`src/hw/rtl/csvfp_pkg.sv`:
```
// Package for the CSV field parser: request and result payload types,
// queue command and status types, parser phase enum and code constants.
// No dependencies.
package csvfp_pkg;

    typedef struct packed {
        logic       action;
        logic [7:0] data_byte;
    } csvfp_in_t;

    typedef struct packed {
        logic       kind;
        logic [7:0] out_byte;
        logic [1:0] terminator;
        logic       was_quoted;
        logic       stray_quote;
        logic       last;
    } csvfp_out_t;

    // One classified request as it waits between front and back.
    typedef struct packed {
        logic       kind;
        logic [7:0] byte0;
        logic [7:0] byte1;
        logic [1:0] terminator;
        logic       was_quoted;
        logic       stray;
        logic       two;
    } csvfp_cmd_t;

    typedef struct packed {
        logic full;
        logic empty;
    } csvfp_q_status_t;

    typedef enum logic [1:0] {
        PH_START = 2'd0,
        PH_RAW   = 2'd1,
        PH_STR   = 2'd2,
        PH_STRX  = 2'd3
    } csvfp_phase_t;

    localparam logic       KIND_BYTE = 1'b0;
    localparam logic       KIND_END  = 1'b1;

    localparam logic       ACT_DATA  = 1'b0;
    localparam logic       ACT_EOI   = 1'b1;

    localparam logic [1:0] TERM_FIELD  = 2'd0;
    localparam logic [1:0] TERM_RECORD = 2'd1;
    localparam logic [1:0] TERM_EOI    = 2'd2;

    localparam logic [1:0] CFG_FIELD_SEP  = 2'd0;
    localparam logic [1:0] CFG_RECORD_SEP = 2'd1;
    localparam logic [1:0] CFG_QUOTE_CHAR = 2'd2;

    localparam logic [7:0] FIELD_SEP_RST  = 8'd44;
    localparam logic [7:0] RECORD_SEP_RST = 8'd10;
    localparam logic [7:0] QUOTE_CHAR_RST = 8'd34;

endpackage

```
`src/hw/rtl/csvfp_front.sv`:
```
// Front end of the CSV field parser: configuration registers, parser
// phase state and classification of each request into a queue command.
// Depends on csvfp_pkg.
module csvfp_front (
    input  logic                 clk,
    input  logic                 rst_n,
    input  logic                 in_valid,
    output logic                 in_ready,
    input  csvfp_pkg::csvfp_in_t in_data,
    input  logic                 cfg_valid,
    input  logic [1:0]           cfg_index,
    input  logic [7:0]           cfg_data,
    input  logic                 q_full,
    output logic                 push,
    output csvfp_pkg::csvfp_cmd_t push_cmd
);
    import csvfp_pkg::*;

    logic [7:0]   field_sep_reg;
    logic [7:0]   record_sep_reg;
    logic [7:0]   quote_char_reg;
    csvfp_phase_t phase_reg, phase_next;
    logic         quoted_reg, quoted_next;
    logic         has_cmd;
    logic         accept;
    logic [7:0]   c;

    assign in_ready = !q_full;
    assign accept   = in_valid && in_ready;
    assign push     = accept && has_cmd;
    assign c        = in_data.data_byte;

    always_ff @(posedge clk or negedge rst_n)
    begin
        if (!rst_n)
        begin
            field_sep_reg  <= FIELD_SEP_RST;
            record_sep_reg <= RECORD_SEP_RST;
            quote_char_reg <= QUOTE_CHAR_RST;
        end
        else if (cfg_valid)
        begin
            unique case (cfg_index)
                CFG_FIELD_SEP:  field_sep_reg  <= cfg_data;
                CFG_RECORD_SEP: record_sep_reg <= cfg_data;
                CFG_QUOTE_CHAR: quote_char_reg <= cfg_data;
                default:        ;
            endcase
        end
    end

    always_ff @(posedge clk or negedge rst_n)
    begin
        if (!rst_n)
        begin
            phase_reg  <= PH_START;
            quoted_reg <= 1'b0;
        end
        else if (accept)
        begin
            phase_reg  <= phase_next;
            quoted_reg <= quoted_next;
        end
    end

    always_comb
    begin
        phase_next  = phase_reg;
        quoted_next = quoted_reg;
        has_cmd     = 1'b0;
        push_cmd    = '0;
        push_cmd.kind  = KIND_BYTE;
        push_cmd.byte0 = c;
        priority if (in_data.action == ACT_EOI)
        begin
            has_cmd             = 1'b1;
            push_cmd.kind       = KIND_END;
            push_cmd.byte0      = 8'd0;
            push_cmd.terminator = TERM_EOI;
            push_cmd.was_quoted = quoted_reg;
            phase_next          = PH_START;
            quoted_next         = 1'b0;
        end
        else if (c == quote_char_reg)
        begin
            unique case (phase_reg)
                PH_START:
                begin
                    phase_next  = PH_STR;
                    quoted_next = 1'b1;
                end
                PH_STR:  phase_next = PH_STRX;
                PH_RAW:  has_cmd = 1'b1;
                PH_STRX:
                begin
                    phase_next = PH_STR;
                    has_cmd    = 1'b1;
                end
                default: ;
            endcase
        end
        else if (c == field_sep_reg || c == record_sep_reg)
        begin
            has_cmd = 1'b1;
            if (phase_reg != PH_STR)
            begin
                push_cmd.kind       = KIND_END;
                push_cmd.byte0      = 8'd0;
                push_cmd.terminator = (c == field_sep_reg) ? TERM_FIELD : TERM_RECORD;
                push_cmd.was_quoted = quoted_reg;
                phase_next          = PH_START;
                quoted_next         = 1'b0;
            end
        end
        else
        begin
            has_cmd = 1'b1;
            if (phase_reg == PH_STRX)
            begin
                // The quote was not an escape: emit it and this byte, flagged.
                push_cmd.byte0 = quote_char_reg;
                push_cmd.byte1 = c;
                push_cmd.stray = 1'b1;
                push_cmd.two   = 1'b1;
                phase_next     = PH_STR;
            end
            else if (phase_reg == PH_START)
            begin
                phase_next = PH_RAW;
            end
        end
    end

endmodule

```
`src/hw/rtl/csvfp_queue.sv`:
```
// Short command queue between the parser front and the result back end.
// Register based; one write and one read pointer. Depends on csvfp_pkg.
module csvfp_queue #(
    parameter int DEPTH = 4
) (
    input  logic                      clk,
    input  logic                      rst_n,
    input  logic                      push,
    input  csvfp_pkg::csvfp_cmd_t     push_cmd,
    input  logic                      pop,
    output csvfp_pkg::csvfp_cmd_t     pop_cmd,
    output csvfp_pkg::csvfp_q_status_t status
);
    import csvfp_pkg::*;

    localparam int PTR_W = $clog2(DEPTH);
    localparam int CNT_W = $clog2(DEPTH + 1);
    localparam logic [PTR_W-1:0] PTR_LAST = PTR_W'(DEPTH - 1);
    localparam logic [CNT_W-1:0] CNT_FULL = CNT_W'(DEPTH);

    csvfp_cmd_t       mem_reg [DEPTH];
    logic [PTR_W-1:0] wr_ptr_reg;
    logic [PTR_W-1:0] rd_ptr_reg;
    logic [CNT_W-1:0] count_reg;

    assign status.full  = (count_reg == CNT_FULL);
    assign status.empty = (count_reg == '0);
    assign pop_cmd      = mem_reg[rd_ptr_reg];

    always_ff @(posedge clk)
    begin
        if (push)
        begin
            mem_reg[wr_ptr_reg] <= push_cmd;
        end
    end

    always_ff @(posedge clk or negedge rst_n)
    begin
        if (!rst_n)
        begin
            wr_ptr_reg <= '0;
            rd_ptr_reg <= '0;
            count_reg  <= '0;
        end
        else
        begin
            if (push)
            begin
                wr_ptr_reg <= (wr_ptr_reg == PTR_LAST) ? '0 : wr_ptr_reg + 1'b1;
            end
            if (pop)
            begin
                rd_ptr_reg <= (rd_ptr_reg == PTR_LAST) ? '0 : rd_ptr_reg + 1'b1;
            end
            if (push && !pop)
            begin
                count_reg <= count_reg + 1'b1;
            end
            else if (pop && !push)
            begin
                count_reg <= count_reg - 1'b1;
            end
        end
    end

endmodule

```
`src/hw/rtl/csvfp_back.sv`:
```
// Back end of the CSV field parser: turns queue commands into one or two
// results and holds them in the output register. Depends on csvfp_pkg.
module csvfp_back (
    input  logic                      clk,
    input  logic                      rst_n,
    input  csvfp_pkg::csvfp_q_status_t q_status,
    input  csvfp_pkg::csvfp_cmd_t     pop_cmd,
    output logic                      pop,
    output logic                      out_valid,
    input  logic                      out_ready,
    output csvfp_pkg::csvfp_out_t     out_data
);
    import csvfp_pkg::*;

    logic       out_valid_reg;
    csvfp_out_t out_reg;
    logic       half_reg;
    logic [7:0] second_byte_reg;
    logic       load;

    assign load      = !out_valid_reg || out_ready;
    assign pop       = load && !half_reg && !q_status.empty;
    assign out_valid = out_valid_reg;
    assign out_data  = out_reg;

    always_ff @(posedge clk or negedge rst_n)
    begin
        if (!rst_n)
        begin
            out_valid_reg <= 1'b0;
            half_reg      <= 1'b0;
        end
        else if (load)
        begin
            if (half_reg)
            begin
                out_valid_reg <= 1'b1;
                half_reg      <= 1'b0;
            end
            else
            begin
                out_valid_reg <= !q_status.empty;
                half_reg      <= !q_status.empty && pop_cmd.two;
            end
        end
    end

    always_ff @(posedge clk)
    begin
        if (load)
        begin
            if (half_reg)
            begin
                out_reg.kind        <= KIND_BYTE;
                out_reg.out_byte    <= second_byte_reg;
                out_reg.terminator  <= TERM_FIELD;
                out_reg.was_quoted  <= 1'b0;
                out_reg.stray_quote <= 1'b1;
                out_reg.last        <= 1'b1;
            end
            else
            begin
                out_reg.kind        <= pop_cmd.kind;
                out_reg.out_byte    <= pop_cmd.byte0;
                out_reg.terminator  <= pop_cmd.terminator;
                out_reg.was_quoted  <= pop_cmd.was_quoted;
                out_reg.stray_quote <= pop_cmd.stray;
                out_reg.last        <= !pop_cmd.two;
                second_byte_reg     <= pop_cmd.byte1;
            end
        end
    end

endmodule

```
`src/hw/rtl/csv_field_parser_unit.sv`:
```
// Top level of the CSV field parser: front end, command queue, back end.
// Depends on csvfp_pkg, csvfp_front, csvfp_queue and csvfp_back.
//
// The unit splits a CSV byte stream into fields at one input request per
// clock cycle. Each request is a data byte or an end-of-input mark. The
// front end updates the parser phase and quoted flag in the cycle the
// request is accepted and writes a command into a queue of QUEUE_DEPTH
// entries; requests that open or close a quote produce nothing. The back
// end drains the queue into a registered output, so the first result of a
// request is registered after its command leaves the queue entry. Most
// requests give one result per cycle unless the output stalls; a stray
// quote inside a quoted field gives two results (the quote and the byte
// after it, both flagged) in turn, the queue holding later commands. Input
// ready drops only while the queue is full. Configuration writes are
// always accepted (cfg_ready is tied high); index values beyond the three
// registers are ignored. The block must be idle when reconfigured. There
// is no clearing pass after reset.
module csv_field_parser_unit #(
    parameter int QUEUE_DEPTH = 4
) (
    input  logic                  clk,
    input  logic                  rst_n,
    input  logic                  in_valid,
    output logic                  in_ready,
    input  csvfp_pkg::csvfp_in_t  in_data,
    output logic                  out_valid,
    input  logic                  out_ready,
    output csvfp_pkg::csvfp_out_t out_data,
    input  logic                  cfg_valid,
    output logic                  cfg_ready,
    input  logic [1:0]            cfg_index,
    input  logic [7:0]            cfg_data
);
    import csvfp_pkg::*;

    csvfp_cmd_t      push_cmd;
    csvfp_cmd_t      pop_cmd;
    csvfp_q_status_t q_status;
    logic            push;
    logic            pop;

    // Registers are plain flops, so a write can land in any cycle.
    assign cfg_ready = 1'b1;

    csvfp_front u_front (
        .clk       (clk),
        .rst_n     (rst_n),
        .in_valid  (in_valid),
        .in_ready  (in_ready),
        .in_data   (in_data),
        .cfg_valid (cfg_valid),
        .cfg_index (cfg_index),
        .cfg_data  (cfg_data),
        .q_full    (q_status.full),
        .push      (push),
        .push_cmd  (push_cmd)
    );

    csvfp_queue #(
        .DEPTH (QUEUE_DEPTH)
    ) u_queue (
        .clk      (clk),
        .rst_n    (rst_n),
        .push     (push),
        .push_cmd (push_cmd),
        .pop      (pop),
        .pop_cmd  (pop_cmd),
        .status   (q_status)
    );

    csvfp_back u_back (
        .clk       (clk),
        .rst_n     (rst_n),
        .q_status  (q_status),
        .pop_cmd   (pop_cmd),
        .pop       (pop),
        .out_valid (out_valid),
        .out_ready (out_ready),
        .out_data  (out_data)
    );

endmodule

```
`config.mk`:
```
export PLATFORM = sky130hd
export DESIGN_NAME = csv_field_parser_unit
export DESIGN_NICKNAME = d
export VERILOG_FILES = /design/src/hw/rtl/csvfp_pkg.sv /design/src/hw/rtl/csvfp_front.sv /design/src/hw/rtl/csvfp_queue.sv /design/src/hw/rtl/csvfp_back.sv /design/src/hw/rtl/csv_field_parser_unit.sv
export SDC_FILE = /design/constraint.sdc
export NUM_CORES = 1
export LEC_CHECK = 0
export ABC_AREA = 1
export BUFFER_PORTS_ARGS = -buffer_cell sky130_fd_sc_hd__buf_2
export CAP_MARGIN = 20
export CORE_ASPECT_RATIO = 1.75
export CORE_MARGIN = 2
export CORE_UTILIZATION = 45
export CTS_CLUSTER_DIAMETER = 40
export DETAILED_ROUTE_END_ITERATION = 6
export HOLD_SLACK_MARGIN = 0.12
export PLACE_DENSITY = 0.72
export SKIP_LAST_GASP = 1
export SLEW_MARGIN = 40
export SYNTH_ARGS = -nofsm -noshare
export SYNTH_HDL_FRONTEND = slang
export SYNTH_SLANG_ARGS = --single-unit
```
`constraint.sdc`:
```
create_clock -name clk -period 6.03 [get_ports clk]
set_input_delay 0.603 -clock clk [delete_from_list [all_inputs] [get_ports clk]]
set_output_delay 0.603 -clock clk [all_outputs]
set_load 0.03 [all_outputs]
```
## Word level (Yosys, flattened, before mapping)

Memories as Yosys holds them, arrays and structs flattened.
Cells that the tools add are included.

- Latch bits: 0
- Output and inout port bits: 17
- ROM bits: 0
- RAM bits: 88
- Memories: 1
- Logic and storage cells: 108
- Flip-flop bits (word level): 58

Memories:

| name | words | width | read ports | clocked after memory_dff | write ports | RTL line | text |
|---|---|---|---|---|---|---|---|
| u_queue.mem_reg | 4 | 22 | 1 | 0 | 1 | csvfp_queue.sv:21 | `csvfp_cmd_t mem_reg [DEPTH];` |

- Order comparisons: 0
- Div/mod/pow operators: 0
- Add/sub/neg operators: 4
- Bitwise operators: 1
- Reductions and logical operators: 31
- Equal/unequal tests: 15
- $mul: 0
- Multiplexer cells: 39
- Shift-type cells: 0

Operator list:

| kind | count |
|---|---|
| equality test 8 bit | 3 |
| two-way mux 8 bit | 3 |
| two-way mux 2 bit | 11 |
| two-way mux 22 bit | 1 |
| two-way mux 9 bit | 2 |
| two-way mux 16 bit | 1 |
| two-way mux 3 bit | 5 |
| two-way mux 1 bit | 14 |
| two-way mux 13 bit | 1 |
| equality test 2 bit (second input constant) | 5 |
| AND reduction 2 bit | 4 |
| AND reduction 4 bit | 2 |
| logical AND 1 bit | 7 |
| logical NOT 1 bit | 7 |
| nonzero test 3 bit | 2 |
| nonzero test 5 bit | 1 |
| adder 2 x 1 -> 2 bit (second input constant) | 2 |
| equality test 2 x 1 -> 1 bit (second input constant) | 2 |
| logical NOT 2 bit | 2 |
| inequality test 4 x 3 -> 1 bit (second input constant) | 1 |
| inequality test 4 bit (second input constant) | 1 |
| one-hot mux 2 bit (2 select lines) | 1 |
| OR reduction 2 bit | 2 |
| adder 3 x 1 -> 3 bit (second input constant) | 1 |
| other kinds (8) | 9 |

## Depth between registers and ports, before layout

Gate-level depths: netlist of the first run.

- Word-level depth: 10
- Depth in mapped cells: 16
- Gate-level depth less buffers: 16

## Hierarchy

A second synthesis of the first run with hierarchy kept.

- Cells, all modules: 778
- Area, all modules: 7,230.7 um^2

Modules (own cells, without submodules):

| module | times used | area an instance (um^2) | cells an instance | sequential area each (um^2) |
|---|---|---|---|---|
| csvfp_queue | 1 | 3,938.8 | 307 | 2,817.7 |
| csvfp_front | 1 | 2,359.8 | 396 | 684.4 |
| csvfp_back | 1 | 920.9 | 73 | 710.7 |
| csv_field_parser_unit | 1 | 11.3 | 2 | 0.0 |

## Worst setup path before layout of the first run

Ideal clock, no wire load.

- Path type: input -> register
- Start point: in in_data[5] in the netlist's numbering
- End point: mem u_queue.mem_reg[0][10] in the netlist's numbering, enable pin
- Cell stages on the path: 10
- Library setup time: 0.399 ns
- Required time: 5.631 ns
- Setup slack: 3.421 ns
- Arrival time: 2.211 ns
- Cells stage by stage: inv_2 -> nand2_1 -> nand2_1 -> nor2_2 -> and2_2 -> nand2_4 -> nor2_4 -> nand2_2 -> nand2_4 -> nor2_1

- Word-level cells in the longest chain between the ends: 6

Ends and longest elaborated chain:

| item | RTL line | text |
|---|---|---|
| start: declaration | csv_field_parser_unit.sv:25 | `input csvfp_pkg::csvfp_in_t in_data,` |
| equality test 8 bit | csvfp_front.sv:84 | `else if (c == quote_char_reg)` |
| two-way mux 1 bit | csvfp_front.sv:84 |  |
| two-way mux 1 bit | csvfp_front.sv:74 | `priority if (in_data.action == ACT_EOI)` |
| logical AND 1 bit | csvfp_front.sv:30 | `assign push = accept && has_cmd;` |
| two-way mux 1 bit | csvfp_queue.sv:32 | `if (push)` |
| two-way mux 1 bit (implied by the code) | csvfp_queue.sv:34 | `mem_reg[wr_ptr_reg] <= push_cmd;` |
| end: declaration | csvfp_queue.sv:21 |  |

Every way passes these cells.

## Worst setup path in the final report of the first run

- Start point: reg u_front.quote_char_reg[1]
- End point: reg u_queue.count_reg[1]

- Word-level cells in the longest chain between the ends: 7
- Elaborated cells on any way between the ends: 9
- Those cells by class: eq/ne (1); mux (3); reduce/logical (5)

Ends and longest elaborated chain:

| item | RTL line | text |
|---|---|---|
| start: declaration | csvfp_front.sv:21 | `logic [7:0] quote_char_reg;` |
| start signal: assignment | csvfp_front.sv:46 | `CFG_QUOTE_CHAR: quote_char_reg <= cfg_data;` |
| equality test 8 bit * | csvfp_front.sv:84 |  |
| two-way mux 1 bit * | csvfp_front.sv:84 |  |
| two-way mux 1 bit * | csvfp_front.sv:74 |  |
| logical AND 1 bit * | csvfp_front.sv:30 |  |
| named net push | csv_field_parser_unit.sv:39 | `logic push;` |
| logical NOT 1 bit | csvfp_queue.sv:60 | `else if (pop && !push)` |
| logical AND 1 bit | csvfp_queue.sv:60 |  |
| nonzero test 2 bit (no line) | - |  |
| end signal: assignment | csvfp_queue.sv:58 | `count_reg <= count_reg + 1'b1;` |
| end signal: assignment | csvfp_queue.sv:62 | `count_reg <= count_reg - 1'b1;` |
| end: declaration | csvfp_queue.sv:24 | `logic [CNT_W-1:0] count_reg;` |

The timed path passes the listed nets; every way through them passes the cells marked *.
A chain may end at the register's enable or synchronous reset.

==> results.py, run 1 <==
metrics = {
    "route": {
        "ant_nets": 0,
        "routed_via_density": 5.22,
        "dr_total_vias": 4737,
        "wl_per_cell_um": 15.4,
        "wl_um": 14000,
        "drtIter0Drc": 416,
        "drc": 0,
        "dr.pass1.iters": 5,
    },
    "grt": {
        "grt_pass1_wl_um": 22500,
        "grt_antenna_before_repair": 0,
        "grt_pass1_vias": 4686,
        "overflow": 0,
        "grtUsageTotal": 0.191,
        "grt_max_degree": 46,
    },
    "sta": {
        "layout_min_cycle_time_ns": 2.64,
        "finalWorstSetupSlack_ns": 3.39,
        "final_max_slew_viol_count": 0,
        "grt_setup_unrepaired": "false",
        "setup_violations": 0,
        "fmax_mhz": 379,
        "setup_tns_ns": 0,
        "clock_skew_ns": 0.00461,
        "hold_viol": 0,
        "maxSlewHeadroom": 0.478,
        "timing.hold.ws_ns": 0.140,
        "max_slew.worst_pin.slew_ns": 0.782,
        "fin_crit_sh": 0.437,
    },
    "floorplan": {
        "fp.dieArea_um2": 15600,
        "die_w_um": 95.2,
        "rows": 58,
        "core_um2": 14300,
        "start_util": 0.459,
        "io-pin-count": 41,
        "die_y_um": 164,
    },
    "cells_and_area": {
        "layout_commonest_cell": "nand2_1",
        "largest_reg_flops": 84,
        "drive_above_1_share": 0.166,
        "mostFrequentLayoutCells": "nand2_1 (139), nor2_1 (110), edfxtp_1 (106), o21ai_0 (82), inv_1 (62)",
        "antenna-diode-count": 0,
        "num-nets-final": 750,
        "area_growth_pct": 15.1,
        "design_area_um2": 7540,
    },
    "clock_tree": {
        "cts_buffers": 17,
        "cts_tree": "yes",
        "worstSkewPairLatency_ns": 0.42,
        "post_cts_buffers": 0,
        "h-tree-depth": 4,
        "clkSinkCount": 142,
        "cts_resized": 0,
        "holdBufCountCts": 0,
        "clk_pin_slew_ns": 0.06,
        "cts.path.max_buffers": 2,
        "clockRootBuffer": "clkbuf_16",
    },
    "setup_path": {
        "cp-end-kind": "register",
        "reg2reg_slack_ns": 3.39,
        "r2r_cells": 14,
        "cp.arrival_ns": 2.94,
        "worstPathMaxFanout": 14,
        "crit_path_start_kind": "register",
        "timing.rr.start": "u_front.quote_char_reg[1]$_DFFE_PN1P_",
        "required_ns": 6.33,
        "cpPeakStageDelay_ns": 0.56,
        "crit_end": "u_queue.count_reg[1]$_DFFE_PN0P_",
        "worstReg2RegEnd": "u_queue.count_reg[1]$_DFFE_PN0P_",
        "critPathSlowestCell": "dfstp_2",
        "cp-startpoint": "u_front.quote_char_reg[1]$_DFFE_PN1P_",
        "path_cells": "inv_1 -> nand2_1 -> nand2_1 -> nor2_1 -> and2_2 -> nand2_4 -> nor2_4 -> nand2_2 -> nand2_4 -> inv_4 -> ha_1 -> inv_1 -> fa_1 -> mux2_2",
        "path_class": "register to register",
    },
    "placed_design": {
        "dpl-instance-area_um2": 6920,
        "post-place-ws_ns": 3.12,
        "hpwlAfterDp_um": 9640,
        "port_buffers": 39,
        "place_congestion": 0.894,
    },
    "logic_synthesis": {
        "yosysUniqueCellTypes": 37,
        "synth_ff_type": "edfxtp_1",
        "synth_edf_count": 106,
        "syn_inst": 672,
        "synth_area_um2": 6560,
        "synth-async-reset-ratio": 0.254,
        "avgSynthCellArea_um2": 9.76,
        "ys_ff_latch": 142,
        "ys_seq_area_frac": 0.624,
        "yosys_warnings": 0,
        "syn-num-nets": 707,
    },
    "power_and_ir_drop": {
        "switching_share": 0.338,
        "power.density_nw_per_um2": 461,
        "switching_power_w": 0.00118,
        "power_frac_comb": 0.276,
        "pwr-share-seq": 0.418,
        "ir_drop_mv": 0.250,
        "p_int_w": 0.00230,
        "clkPwrFrac": 0.306,
        "p_leak_nw": 3.16,
    },
    "hold_path": {
        "min_path_type": "input pin to asynchronous set/reset pin",
    },
    "run": {
        "maxCapViolCount": 0,
    },
    "outcome": {
        "status": "finished, final reports clean",
    },
}
==> layout make-up <==
class | count | area [um2]
flip-flops and latches | 142 | 4090
clock inverters | 15 | 183
well taps | 180 | 225
fillers | 1246 | 6750
clock buffers | 17 | 425
multi-input cells | 432 | 2080
inverters | 77 | 292
repair buffers | 45 | 243
==> through the flow <==
stage	util	std cells	total power (W)
final	0.528	908	0.00348
after detailed placement	0.484	876	0.00244
after CTS	0.527	908	0.00350
after global placement	0.484	876	0.00239
after floorplan	-	672	0.00215
after global routing	0.528	908	0.00368
==> worst min-delay path by stage <==
stage                                           end  slack [ns]  depth (start not counted)
2_1_floorplan           u_back.half_reg$_DFFE_PN0N_        0.31                          0
3_3_place_gp   u_front.field_sep_reg[2]$_DFFE_PN1P_        0.49                          2
3_5_place_dp   u_front.field_sep_reg[2]$_DFFE_PN1P_        0.50                          2
4_1_cts        u_front.field_sep_reg[1]$_DFFE_PN0P_        0.30                          1
5_1_grt        u_front.field_sep_reg[0]$_DFFE_PN0P_        0.16                          1
6_report       u_front.field_sep_reg[0]$_DFFE_PN0P_        0.14                          1
==> power by group through the flow <==
| stage | sequential [W] | clock (W) | combinational (W) |
|---|---|---|---|
| floorplan | 0.00155 | 0 | 0.000593 |
| global placement | 0.00146 | 0 | 0.000928 |
| detailed placement | 0.00147 | 0 | 0.000964 |
| CTS | 0.00146 | 0.00108 | 0.000968 |
| global route | 0.00148 | 0.00113 | 0.00108 |
| finish | 0.00145 | 0.00106 | 0.000958 |
==> per-layer routing <==
metal | part of all wire | GRT usage | vias to the layer above
met4 | 0.017 | 0.0705 | 0
met3 | 0.043 | 0.0411 | 17
li1 | - | - | 2318
met5 | 0 | 0 | -
met1 | 0.38 | 0.205 | 2266
met2 | 0.56 | 0.358 | 136
==> synth_stat cells (7+ instances only) <==
cell type	count	area, um2
a21oi_1	14	70.1
a22oi_1	8	60.1
a31oi_1	8	50.1
clkbuf_1	18	67.6
dfrtp_1	29	726
dfstp_2	7	184
edfxtp_1	106	3180
ha_1	10	125
inv_1	63	236
inv_2	9	33.8
nand2_1	139	522
nand2_2	7	43.8
nand3_1	13	65.1
nor2_1	111	417
nor2_2	7	43.8
o21ai_0	82	410
o22ai_1	9	56.3
==> kinds of logic after synthesis <==
family          Yosys count  synth area share
xor+xnor                  2           0.00267
buf+inv                  98            0.0594
other cells               1          0.000572
mux                       1           0.00172
fa+ha+maj                11            0.0221
simple gates            290             0.185
compound gates          127             0.105
flops                   142             0.624
==> critical path, delay by kind of cell, from the launching register on <==
kind	cells	cell delay, ns
buffers and inverters	3	0.21
DFF	1	0.56
muxes	1	0.27
adders and majority gates	2	0.58
and+or+nand+nor	8	0.90
(Power assumes the default switching activity.)
==> run 2, diff against run 1 <==
Settings changed: ABC_AREA 1 to 0.
Clock period 6.03 ns to 2.75 ns, I/O delays scaled along.
==> results.py, run 2 <==
metrics = {
    "logic_synthesis": {
        "avgSynthCellArea_um2": 17.0,
        "synth.most_common_cell": "edfxtp_1",
        "syn_inst": 367,
        "synth.area.top_cells": "edfxtp_1 (51%), dfrtp_1 (12%), mux4_2 (7.6%), mux2_2 (6.7%), dfstp_2 (3.0%)",
        "synth_area_um2": 6220,
        "yosys_warnings": 0,
        "synth-async-reset-ratio": 0.254,
        "yosysTopAreaCell": "edfxtp_1",
        "ys_ff_latch": 142,
        "synthTopCellsByCount": "edfxtp_1 (106), mux2_2 (37), dfrtp_1 (29)",
        "synth_edf_count": 106,
        "yosysTopAreaCellShare": 0.511,
        "synth_ff_type": "edfxtp_1",
        "syn-num-nets": 402,
        "yosysUniqueCellTypes": 49,
        "ys_seq_area_frac": 0.658,
    },
    "route": {
        "drtIter0Drc": 196,
        "wl_per_cell_um": 18.4,
        "dr_total_vias": 3291,
        "dr.pass1.iters": 4,
        "dr_wl_met3_um": 412,
        "drt-met1-wl_um": 3760,
        "ant_nets": 0,
        "drc": 0,
        "wl_um": 11300,
        "top_layer": "met4",
        "wl_met2_um": 6760,
        "routed_via_density": 5.39,
    },
    "clock_tree": {
        "clkSinkCount": 142,
        "cts_tree": "yes",
        "cts.path.max_buffers": 2,
        "h-tree-depth": 4,
        "worstSkewPairLatency_ns": 0.41,
        "clk_pin_slew_ns": 0.05,
        "cts_buffers": 17,
        "clockRootBuffer": "clkbuf_16",
    },
    "grt": {
        "grtUsageTotal": 0.166,
        "grt_pass1_wl_um": 18300,
        "grt_antenna_before_repair": 0,
        "grt_pass1_vias": 3635,
        "overflow": 0,
        "grt_max_degree": 37,
    },
    "cells_and_area": {
        "nFillCells": 1091,
        "largest_reg_flops": 84,
        "num-nets-final": 460,
        "layout_commonest_cell": "edfxtp_1",
        "utilization": 0.540,
        "drive_above_1_share": 0.368,
        "design_area_um2": 7260,
        "mostFrequentLayoutCells": "edfxtp_1 (106), buf_2 (38), mux2_2 (37), dfrtp_1 (29), mux4_2 (21)",
        "area_growth_pct": 16.7,
        "antenna-diode-count": 0,
    },
    "sta": {
        "hold_viol": 0,
        "grt_setup_unrepaired": "false",
        "fin_crit_sh": 0.940,
        "setup_violations": 0,
        "maxSlewHeadroom": 0.519,
        "clock_skew_ns": 0.00651,
        "final_max_slew_viol_count": 0,
        "layout_min_cycle_time_ns": 2.59,
        "setup_tns_ns": 0,
        "fmax_mhz": 387,
        "max_slew.worst_pin.slew_ns": 0.714,
    },
    "run": {
        "maxCapViolCount": 0,
    },
    "setup_path": {
        "cp-startpoint": "u_front.quote_char_reg[5]$_DFFE_PN1P_",
        "reg2reg_slack_ns": 0.16,
        "required_ns": 3.04,
        "cp.arrival_ns": 2.88,
        "r2r_cells": 10,
        "crit_end": "u_queue.count_reg[1]$_DFFE_PN0P_",
        "worstReg2RegEnd": "u_queue.count_reg[1]$_DFFE_PN0P_",
        "path_class": "register to register",
        "timing.rr.start": "u_front.quote_char_reg[5]$_DFFE_PN1P_",
        "cp-end-kind": "register",
        "crit_path_start_kind": "register",
        "worstPathMaxFanout": 7,
    },
    "floorplan": {
        "rows": 56,
        "start_util": 0.463,
        "die_w_um": 92.9,
        "io-pin-count": 41,
        "fp.dieArea_um2": 14800,
        "core_um2": 13500,
        "die_y_um": 160,
    },
    "power_and_ir_drop": {
        "p_total_w": 0.00727,
        "ir_drop_mv": 0.571,
        "power.density_nw_per_um2": 1000,
        "p_leak_nw": 2.62,
    },
    "placed_design": {
        "dpl-instance-area_um2": 6640,
        "place_congestion": 0.871,
        "port_buffers": 39,
        "hpwlAfterDp_um": 8130,
    },
    "hold_path": {
        "min_path_type": "input pin to register",
    },
    "outcome": {
        "status": "finished, final reports clean",
    },
}
-- run 2: cell type report --
class	count	area (um2)	area share
flip-flops and latches	142	4090	0.564
clock inverters	13	125	0.0172
inverters	11	41.3	0.00569
repair buffers	58	368	0.0507
well taps	174	218	0.0300
multi-input cells	195	1990	0.274
clock buffers	18	429	0.0591
-- run 2: what timing repair did --
action | in CTS | in global routing
buffers inserted | 0 | 0
hold buffers | 6 | 0
resized for setup | 0 | 1
endpoints found under the setup margin | 0 | 1
endpoints found under the hold margin | 37 | 0
-- run 2: cells by family after synthesis --
logic type,count (synthesis),share of synthesized area
mux,59,0.145
compound gates,28,0.0390
simple gates,69,0.0720
other cells,1,0.000603
xor+xnor,27,0.0380
flops,142,0.658
buf+inv,30,0.0241
fa+ha+maj,11,0.0233
-- run 2: how the worst min path moves through the flow --
stage,cells past startpoint,endpoint,startpoint
global placement,1,u_queue.count_reg[0]$_DFFE_PN0P_,rst_n
detailed placement,1,u_queue.count_reg[1]$_DFFE_PN0P_,rst_n
global route,2,u_front.quote_char_reg[3]$_DFFE_PN0P_,cfg_data[3]
finish,2,u_front.record_sep_reg[5]$_DFFE_PN0P_,cfg_data[5]
CTS,2,u_front.record_sep_reg[5]$_DFFE_PN0P_,cfg_data[5]
floorplan,0,u_back.half_reg$_DFFE_PN0N_,rst_n
-- run 2: worst max-delay path, stage by stage (launching register included) --
cell	delay, ns
dfstp_2	0.55
xnor2_1	0.14
nand4_1	0.24
nor2_4	0.25
inv_2	0.06
nor2_2	0.16
a21oi_4	0.11
ha_1	0.23
inv_1	0.08
fa_1	0.39
mux2_2	0.27
-- run 2: stage by stage --
step           setup slack, ns  hold slack (ns)  std cells
5_1_grt                 0.0332            0.147        611
3_3_place_gp             0.228            0.409        574
2_1_floorplan            0.333          -0.0206        367
4_1_cts                  0.131            0.123        611
3_5_place_dp             0.168            0.417        574
6_report                 0.164            0.131        611
-- run 2: report_power, final --
group	switching (W)	internal, W
combinational	0.00105	0.000909
clock	0.000802	0.00131
sequential	0.000222	0.00298
-- run 2: routing by layer --
metal | up-vias | GRT usage
li1 | 1502 | -
met1 | 1679 | 0.159
met2 | 84 | 0.322
met3 | 26 | 0.0398
met4 | 0 | 0.0722
met5 | - | 0
